**src/hdl/tlent_pkg.sv**
```systemverilog
// Shared types and constants of the text line export entabber.
`default_nettype none

package tlent_pkg;

  // Column bound that saturates the line position.
  localparam int unsigned DefMaxColumn = 4095;

  // Character codes.
  localparam logic [7:0] EscChar   = 8'o177;
  localparam logic [7:0] CtrlMask  = 8'o037;
  localparam logic [7:0] SpaceChar = 8'h20;

  // Tab stops every eight columns.
  localparam int unsigned TabStop  = 8;
  localparam int unsigned TabShift = $clog2(TabStop);

  // Output field widths.
  localparam int unsigned TabRunW    = 10;
  localparam int unsigned SpaceRunW  = 12;
  localparam int unsigned LineBytesW = 14;
  localparam int unsigned ByteCntW   = 13;

  // Byte count saturation point, newline excluded.
  localparam logic [ByteCntW-1:0] ByteLimit = 13'd8191;

  // Input transaction.
  typedef struct packed {
    logic [7:0] in_char;
    logic       line_end;
  } in_t;

  // Output transaction.
  typedef struct packed {
    logic [TabRunW-1:0]    tab_run;
    logic [SpaceRunW-1:0]  space_run;
    logic                  has_char;
    logic [7:0]            out_char;
    logic                  end_of_line;
    logic [LineBytesW-1:0] line_bytes;
    logic                  column_overflow;
  } out_t;

  // Classified placement handed from front to back, column travels beside it.
  typedef struct packed {
    logic       has_char;
    logic [7:0] out_char;
    logic       end_of_line;
    logic       col_ovf;
  } tag_t;

endpackage

`default_nettype wire

```
**src/hdl/text_line_export_entabber_top.sv**
```systemverilog
// Top level of the text line export entabber.
`default_nettype none

// Converts internal-format line text to external text, one character per
// input transaction, and takes a new transaction every clock cycle unless the
// input is stalled. The front end decodes escapes, drops blanks and tracks the
// column in the accepting cycle; the two-entry queue then hands placements to
// the back end, which computes tab and space runs and the saturating byte
// count combinationally into the output register. A result is registered in
// the queue and then in the output register before it is offered. The input
// stalls only while the queue is full; under a steady input stream that starts
// in the cycle after the first stalled output cycle. Blanks and a lone escape
// give no result; the line-end transaction always gives one carrying the
// line's byte count.

module text_line_export_entabber_top #(
  parameter int unsigned MaxColumn = tlent_pkg::DefMaxColumn
) (
  input  wire logic       clk_i,
  input  wire logic       rst_ni,
  input  wire logic       in_valid_i,
  input  wire tlent_pkg::in_t in_data_i,
  output logic            in_stall_o,
  output logic            out_valid_o,
  input  wire logic       out_stall_i,
  output tlent_pkg::out_t out_data_o
);

  localparam int unsigned ColW = $clog2(MaxColumn + 1);
  localparam int unsigned TagW = $bits(tlent_pkg::tag_t);
  localparam int unsigned QW   = ColW + TagW;

  logic            push;
  logic [ColW-1:0] push_col;
  tlent_pkg::tag_t push_tag;
  logic            q_full;
  logic            q_valid;
  logic [QW-1:0]   q_data;
  logic            q_pop;
  tlent_pkg::tag_t q_tag;
  logic [ColW-1:0] q_col;

  tlent_front #(.MaxColumn(MaxColumn)) u_front (
    .clk_i      (clk_i),
    .rst_ni     (rst_ni),
    .in_valid_i (in_valid_i),
    .in_data_i  (in_data_i),
    .in_stall_o (in_stall_o),
    .q_full_i   (q_full),
    .push_o     (push),
    .push_col_o (push_col),
    .push_tag_o (push_tag)
  );

  tlent_queue #(.Width(QW)) u_queue (
    .clk_i       (clk_i),
    .rst_ni      (rst_ni),
    .push_i      (push),
    .push_data_i ({push_tag, push_col}),
    .full_o      (q_full),
    .valid_o     (q_valid),
    .data_o      (q_data),
    .pop_i       (q_pop)
  );

  assign q_tag = q_data[QW-1:ColW];
  assign q_col = q_data[ColW-1:0];

  tlent_back #(.MaxColumn(MaxColumn)) u_back (
    .clk_i       (clk_i),
    .rst_ni      (rst_ni),
    .q_valid_i   (q_valid),
    .q_col_i     (q_col),
    .q_tag_i     (q_tag),
    .q_pop_o     (q_pop),
    .out_valid_o (out_valid_o),
    .out_stall_i (out_stall_i),
    .out_data_o  (out_data_o)
  );

endmodule

`default_nettype wire

```
**src/hdl/tlent_front.sv**
```systemverilog
// Front end: escape decoding, blank filtering and column tracking.
`default_nettype none

module tlent_front #(
  parameter int unsigned MaxColumn = tlent_pkg::DefMaxColumn,
  localparam int unsigned ColW = $clog2(MaxColumn + 1)
) (
  input  wire logic            clk_i,
  input  wire logic            rst_ni,
  input  wire logic            in_valid_i,
  input  wire tlent_pkg::in_t  in_data_i,
  output logic                 in_stall_o,
  input  wire logic            q_full_i,
  output logic                 push_o,
  output logic [ColW-1:0]      push_col_o,
  output tlent_pkg::tag_t      push_tag_o
);

  localparam logic [ColW-1:0] MaxCol = ColW'(MaxColumn);

  logic [ColW-1:0] col_q, col_d;
  logic            esc_q, esc_d;
  logic            ovf_q, ovf_d;
  logic            accept;
  logic            sat;
  logic [ColW-1:0] col_inc;
  logic [7:0]      ch_masked;

  // Stall only when the queue has no room.
  assign in_stall_o = q_full_i;
  assign accept     = in_valid_i & ~q_full_i;

  // Saturating column advance.
  assign sat       = (col_q == MaxCol);
  assign col_inc   = sat ? col_q : col_q + 1'b1;
  assign ch_masked = esc_q ? (in_data_i.in_char & tlent_pkg::CtrlMask) : in_data_i.in_char;

  // Classify the accepted transaction.
  always_comb begin
    col_d      = col_q;
    esc_d      = esc_q;
    ovf_d      = ovf_q;
    push_o     = 1'b0;
    push_col_o = '0;
    push_tag_o = '0;
    if (accept) begin
      priority if (in_data_i.line_end) begin
        push_o                 = 1'b1;
        push_tag_o.end_of_line = 1'b1;
        push_tag_o.col_ovf     = ovf_q;
        // A dangling escape is taken literally at line end.
        if (esc_q) begin
          push_col_o          = col_q;
          push_tag_o.has_char = 1'b1;
          push_tag_o.out_char = tlent_pkg::EscChar;
          push_tag_o.col_ovf  = ovf_q | sat;
        end
        col_d = '0;
        esc_d = 1'b0;
        ovf_d = 1'b0;
      end else if (!esc_q && in_data_i.in_char == tlent_pkg::EscChar) begin
        esc_d = 1'b1;
      end else begin
        esc_d = 1'b0;
        col_d = col_inc;
        ovf_d = ovf_q | sat;
        // Drop blanks; they only advance the column.
        if (ch_masked != tlent_pkg::SpaceChar) begin
          push_o              = 1'b1;
          push_col_o          = col_q;
          push_tag_o.has_char = 1'b1;
          push_tag_o.out_char = ch_masked;
          push_tag_o.col_ovf  = ovf_q | sat;
        end
      end
    end
  end

  always_ff @(posedge clk_i or negedge rst_ni) begin
    if (!rst_ni) begin
      col_q <= '0;
      esc_q <= 1'b0;
      ovf_q <= 1'b0;
    end else begin
      col_q <= col_d;
      esc_q <= esc_d;
      ovf_q <= ovf_d;
    end
  end

endmodule

`default_nettype wire

```
**src/hdl/tlent_queue.sv**
```systemverilog
// Two-entry queue between front end and back end.
`default_nettype none

module tlent_queue #(
  parameter int unsigned Width = 8
) (
  input  wire logic             clk_i,
  input  wire logic             rst_ni,
  input  wire logic             push_i,
  input  wire logic [Width-1:0] push_data_i,
  output logic                  full_o,
  output logic                  valid_o,
  output logic [Width-1:0]      data_o,
  input  wire logic             pop_i
);

  localparam int unsigned Depth = 2;

  logic [Width-1:0] mem_q [Depth];
  logic             wr_ptr_q, rd_ptr_q;
  logic [1:0]       count_q;
  logic             do_push, do_pop;

  assign full_o  = (count_q == 2'(Depth));
  assign valid_o = (count_q != 2'd0);
  assign data_o  = mem_q[rd_ptr_q];
  assign do_push = push_i & ~full_o;
  assign do_pop  = pop_i & valid_o;

  // Store entries.
  always_ff @(posedge clk_i) begin
    if (do_push) begin
      mem_q[wr_ptr_q] <= push_data_i;
    end
  end

  // Advance pointers and count.
  always_ff @(posedge clk_i or negedge rst_ni) begin
    if (!rst_ni) begin
      wr_ptr_q <= 1'b0;
      rd_ptr_q <= 1'b0;
      count_q  <= 2'd0;
    end else begin
      if (do_push) begin
        wr_ptr_q <= ~wr_ptr_q;
      end
      if (do_pop) begin
        rd_ptr_q <= ~rd_ptr_q;
      end
      unique case ({do_push, do_pop})
        2'b10:   count_q <= count_q + 2'd1;
        2'b01:   count_q <= count_q - 2'd1;
        default: count_q <= count_q;
      endcase
    end
  end

endmodule

`default_nettype wire

```
**src/hdl/tlent_back.sv**
```systemverilog
// Back end: run counts, byte accounting and the output register.
`default_nettype none

module tlent_back #(
  parameter int unsigned MaxColumn = tlent_pkg::DefMaxColumn,
  localparam int unsigned ColW = $clog2(MaxColumn + 1)
) (
  input  wire logic          clk_i,
  input  wire logic          rst_ni,
  input  wire logic          q_valid_i,
  input  wire logic [ColW-1:0] q_col_i,
  input  wire tlent_pkg::tag_t q_tag_i,
  output logic               q_pop_o,
  output logic               out_valid_o,
  input  wire logic          out_stall_i,
  output tlent_pkg::out_t    out_data_o
);

  localparam int unsigned EmitW = $clog2(MaxColumn + 2);
  localparam int unsigned RunW  = (ColW > tlent_pkg::SpaceRunW) ? ColW : tlent_pkg::SpaceRunW;
  localparam int unsigned SumW  =
      ((RunW + 2 > tlent_pkg::ByteCntW) ? RunW + 2 : tlent_pkg::ByteCntW) + 1;

  logic [EmitW-1:0]              emit_q;
  logic [tlent_pkg::ByteCntW-1:0] byte_q;
  logic                          bovf_q;
  logic                          out_valid_q;
  tlent_pkg::out_t               out_q;

  logic [EmitW-1:0]              col_e;
  logic [RunW-1:0]               tabs_w, spaces_w;
  logic [SumW-1:0]               sum;
  logic                          bsat;
  logic [tlent_pkg::ByteCntW-1:0] bytes_new;
  logic [tlent_pkg::ByteCntW-1:0] bytes_upd;
  tlent_pkg::out_t               res;

  // Take from the queue whenever the output register is free or draining.
  assign q_pop_o = q_valid_i & (~out_valid_q | ~out_stall_i);

  // Runs: tabs then spaces before the first character, spaces after.
  assign col_e = EmitW'(q_col_i);
  always_comb begin
    tabs_w   = '0;
    spaces_w = '0;
    if (q_tag_i.has_char) begin
      if (emit_q == '0) begin
        tabs_w   = RunW'(q_col_i >> tlent_pkg::TabShift);
        spaces_w = RunW'(q_col_i & ColW'(tlent_pkg::TabStop - 1));
      end else if (col_e >= emit_q) begin
        spaces_w = RunW'(col_e - emit_q);
      end
    end
  end

  // Saturating byte count.
  assign sum = q_tag_i.has_char
             ? SumW'(byte_q) + SumW'(tabs_w) + SumW'(spaces_w) + SumW'(1)
             : SumW'(byte_q);
  assign bsat      = (sum > SumW'(tlent_pkg::ByteLimit));
  assign bytes_new = bsat ? tlent_pkg::ByteLimit : sum[tlent_pkg::ByteCntW-1:0];
  assign bytes_upd = bytes_new;

  // Assemble the result.
  always_comb begin
    res                 = '0;
    res.tab_run         = tabs_w[tlent_pkg::TabRunW-1:0];
    res.space_run       = spaces_w[tlent_pkg::SpaceRunW-1:0];
    res.has_char        = q_tag_i.has_char;
    res.out_char        = q_tag_i.out_char;
    res.end_of_line     = q_tag_i.end_of_line;
    res.line_bytes      = q_tag_i.end_of_line
                        ? tlent_pkg::LineBytesW'(bytes_upd) + 1'b1 : '0;
    res.column_overflow = bovf_q | bsat | q_tag_i.col_ovf;
  end

  // Hold line state and the output register.
  always_ff @(posedge clk_i or negedge rst_ni) begin
    if (!rst_ni) begin
      emit_q      <= '0;
      byte_q      <= '0;
      bovf_q      <= 1'b0;
      out_valid_q <= 1'b0;
    end else begin
      if (q_pop_o) begin
        out_valid_q <= 1'b1;
        if (q_tag_i.end_of_line) begin
          emit_q <= '0;
          byte_q <= '0;
          bovf_q <= 1'b0;
        end else begin
          emit_q <= col_e + 1'b1;
          byte_q <= bytes_upd;
          bovf_q <= bovf_q | bsat;
        end
      end else if (!out_stall_i) begin
        out_valid_q <= 1'b0;
      end
    end
  end

  always_ff @(posedge clk_i) begin
    if (q_pop_o) begin
      out_q <= res;
    end
  end

  assign out_valid_o = out_valid_q;
  assign out_data_o  = out_q;

endmodule

`default_nettype wire

```
**config.mk**
```make
export PLATFORM = sky130hd
export DESIGN_NAME = text_line_export_entabber_top
export DESIGN_NICKNAME = d
export VERILOG_FILES = /design/src/hdl/tlent_pkg.sv /design/src/hdl/text_line_export_entabber_top.sv /design/src/hdl/tlent_front.sv /design/src/hdl/tlent_queue.sv /design/src/hdl/tlent_back.sv
export SDC_FILE = /design/constraint.sdc
export NUM_CORES = 1
export LEC_CHECK = 0
export BUFFER_PORTS_ARGS = -buffer_cell sky130_fd_sc_hd__clkbuf_2
export CAP_MARGIN = 20
export CORE_UTILIZATION = 40
export DETAILED_ROUTE_END_ITERATION = 8
export SYNTH_ARGS = -nofsm -noshare
export SYNTH_HDL_FRONTEND = slang
export SYNTH_SLANG_ARGS = --single-unit
```
**constraint.sdc**
```tcl
create_clock -name clk_i -period 7.52 [get_ports clk_i]
set_clock_uncertainty 0.2 [all_clocks]
set_input_delay 1.504 -clock clk_i [delete_from_list [all_inputs] [get_ports clk_i]]
set_output_delay 1.504 -clock clk_i [all_outputs]
set_load 0.02 [all_outputs]
```
==> flow_metrics.env <==
export IMPL_drive_gt1_frac=0.164
export IMPL_switchingPower_uw=1890
export IMPL_insertedDiodeCount=0
export IMPL_ant_nets=0
export IMPL_dr_first_iter_drc_count=389
export IMPL_arrival_ns=7.20
export IMPL_track_usage=0.195
export IMPL_crit_path_start_kind="flip-flop"
export IMPL_coreArea_mm2=0.0190
export IMPL_die_area_mm2=0.0202
export IMPL_placed_area_mm2=0.00852
export IMPL_cts_buffer_depth=2
export IMPL_n_fill_cell=1813
export IMPL_drt_wl_total_um=18900
export IMPL_ios=62
export IMPL_antenna_found_initial=0
export IMPL_rrSetupSlack_ns=0.39
export IMPL_yosys_area_top_type="edfxtp_1"
export IMPL_slew_headroom=0.456
export IMPL_dieWidth_um=142
export IMPL_start_util=0.414
export IMPL_finalHoldWorstSlack_ns=0.310
export IMPL_path_max_fanout=11
export IMPL_syn_inst=761
export IMPL_grt_ovfl_total=0
export IMPL_worst_pin_slew_ns=0.809
export IMPL_cts_buffers=17
export IMPL_cts_tree="built"
export IMPL_synth_ff_type="edfxtp_1"
export IMPL_avgRoutedWirePerCell_um=17.1
export IMPL_power_frac_clock=0.182
export IMPL_hold_violations=0
export IMPL_switching_share=0.435
export IMPL_syn_area_mm2=0.00787
export IMPL_synth_edff_count=92
export IMPL_cts_root_buf="clkbuf_16"
export IMPL_port_buffer_count=60
export IMPL_first_pass_iters=5
export IMPL_crit_required_ns=7.58
export IMPL_cap_violations=0
export IMPL_p_int_uw=2450
export IMPL_p_seq_frac=0.297
export IMPL_rr_endpoint="u_back.out_data_o[11]"
export IMPL_min_delay_worst_endpoint="u_front.ovf_q"
export IMPL_gp_congestion=0.853
export IMPL_grt_max_degree=47
export IMPL_ir_drop_uv=238
export IMPL_htreeDepth=4
export IMPL_end_kind="flip-flop"
export IMPL_synth_top_cell_area_share=0.351
export IMPL_design_area_mm2=0.00912
export IMPL_syn_nets=814
export IMPL_rows=50
export IMPL_min_period_ns=7.13
export IMPL_rr_startpoint="u_back.emit_q[12]"
export IMPL_clk_latency_ns=0.43
export IMPL_grt_pass1_wl_um=30100
export IMPL_clk_pin_slew_ns=0.06
export IMPL_setup_viol=0
export IMPL_ys_seq_area_frac=0.497
export IMPL_max_freq_ghz=0.140
export IMPL_synth_area_leaders="edfxtp_1 35%, dfrtp_1 15%, ha_1 5.9%, xnor2_1 3.4%, nor2_1 3.3%"
export IMPL_num_vias=5983
export IMPL_r2r_cells=26
export IMPL_synth_distinct_cells=64
export IMPL_status="finished, final reports clean"
export IMPL_ys_warn_count=0
export IMPL_leakage_uw=0.00367
export IMPL_drc=0
export IMPL_hold_depth=2
export IMPL_crit_path_start="u_back.emit_q[12]"
export IMPL_combPwrFrac=0.520
export IMPL_fin_util=0.479
export IMPL_cts_sinks=138
export IMPL_slew_violations=0
export IMPL_hold_start="u_front.ovf_q"
export IMPL_area_growth_pct=15.9
export IMPL_die_h_um=142
export IMPL_grt_pass1_vias=5686
export IMPL_period_share=0.949
export IMPL_async_flop_share=0.333
export IMPL_postSynthAreaPerCell_um2=10.3
export IMPL_dpl_hpwl_um=13800
export IMPL_p_per_area_mw_per_mm2=476
export IMPL_holdCritPathClass="flip-flop to flip-flop"
export IMPL_finalNetCount=887
export IMPL_ys_seq_elements=138
export IMPL_routed_via_density=5.40
export IMPL_path_class="flip-flop to flip-flop"
[kinds of logic after synthesis]
kind of cell,synth area share
flops,0.497
fa+ha+maj,0.0665
compound gates,0.145
xor+xnor,0.0456
buf+inv,0.0367
simple gates,0.173
mux,0.0359
other cells,0.000476
[per-layer routing]
metal	wire length, µm	vias to the layer above	global-route usage
met5	0	-	0
li1	-	2947	-
met2	8950	159	0.317
met3	843	24	0.0434
met4	322	0	0.0589
met1	8780	2853	0.261
[cell usage in the layout, fill, tap and decap left out, types with 11 or more instances in the layout]
master / Yosys / layout
o21ai_0: 44 / 44
a21oi_1: 34 / 33
edfxtp_1: 92 / 92
nor2_1: 70 / 68
ha_1: 37 / 36
dfrtp_1: 46 / 46
inv_1: 46 / 45
clkbuf_16: 0 / 17
o22ai_1: 11 / 11
mux2i_1: 17 / 14
o21a_1: 14 / 14
clkbuf_2: 0 / 60
nor2b_1: 11 / 11
and2_1: 21 / 21
buf_4: 2 / 18
nand3_1: 23 / 23
nand2_1: 58 / 58
nor3_1: 20 / 20
xnor2_1: 31 / 31
[Yosys cell counts (all sizes together), types with 7 or more instances]
library cell  count
ha               37
or3               8
a21oi            34
nand3            23
buf              14
nor2             70
xor2             10
nor2b            11
nand4            10
o21a             14
clkbuf           11
o31ai            10
and2             21
nor4              8
mux2i            17
xnor2            31
dfrtp            46
nand2            58
and3              7
edfxtp           92
nor3             21
o22ai            11
a31oi             9
inv              46
nor3b            10
o21ai            47
mux2             10
[power by group through the flow]
| stage | Clock, µW | Sequential, µW | Combinational [µW] |
|---|---|---|---|
| 3_3_place_gp | 0 | 1300 | 2210 |
| 3_5_place_dp | 0 | 1300 | 2200 |
| 4_1_cts | 807 | 1290 | 2220 |
| 2_1_floorplan | 0 | 1420 | 1460 |
| 5_1_grt | 843 | 1310 | 2490 |
| 6_report | 791 | 1290 | 2260 |
[through the flow]
stage	worst slack, ns	total power [µW]	TNS, ns	cells
5_1_grt	-0.00416	4650	-0.00416	1107
6_report	0.387	4340	0	1107
3_5_place_dp	0.198	3500	0	1073
3_3_place_gp	0.389	3510	0	1073
4_1_cts	0.165	4310	0	1105
2_1_floorplan	0.716	2880	0	761
[worst max path at each step]
stage	endpoint	slack, ns	cells past startpoint
final	u_back.out_data_o[11]	0.39	26
after floorplan	u_back.out_data_o[11]	0.72	27
after detailed placement	u_back.out_data_o[11]	0.20	24
after global routing	u_back.out_data_o[11]	-0.004	26
after global placement	u_back.out_data_o[7]	0.39	24
after CTS	u_back.out_data_o[11]	0.17	24
[registers in the layout, summed over array words and instances (netlist names), 2 cells and up]
signal             count
u_back.byte_q         13
u_back.emit_q         13
u_back.out_data_o     46
u_front.col_q         12
u_queue.count_q        2
u_queue.mem_q         46
[critical path, cell delays in order (launching register included)]
cell	delay [ns]
dfrtp_1	0.40
or4_1	0.53
nor4_1	0.18
nand4_1	0.12
inv_1	0.12
nand2_1	0.08
buf_4	0.18
nor2_1	0.23
ha_1	0.33
o21ai_0	0.28
o21bai_1	0.10
a21oi_1	0.26
o21bai_1	0.11
a211oi_1	0.23
nor2_1	0.07
ha_1	0.40
and3_1	0.21
nand3_1	0.10
o2111a_1	0.26
or4_1	0.66
a21oi_2	0.28
o21ai_0	0.19
a31oi_2	0.32
ha_2	0.28
o2111ai_2	0.18
or4_1	0.50
a31oi_1	0.20
[cell type report]
type | count | area, µm² | area share
clock buffer | 18 | 429 | 0.0471
clock inverter | 14 | 123 | 0.0134
inverter | 47 | 176 | 0.0193
multi-input combinational | 552 | 3720 | 0.408
sequential | 138 | 3910 | 0.429
tap | 260 | 325 | 0.0357
timing repair buffer | 78 | 435 | 0.0477
[repair_timing]
action,in CTS,in global routing
resized for setup,0,7
hold buffers,0,0
buffers inserted,0,1
setup endpoints to repair,0,6
hold endpoints to repair,0,0
(Power assumes the default switching activity.)
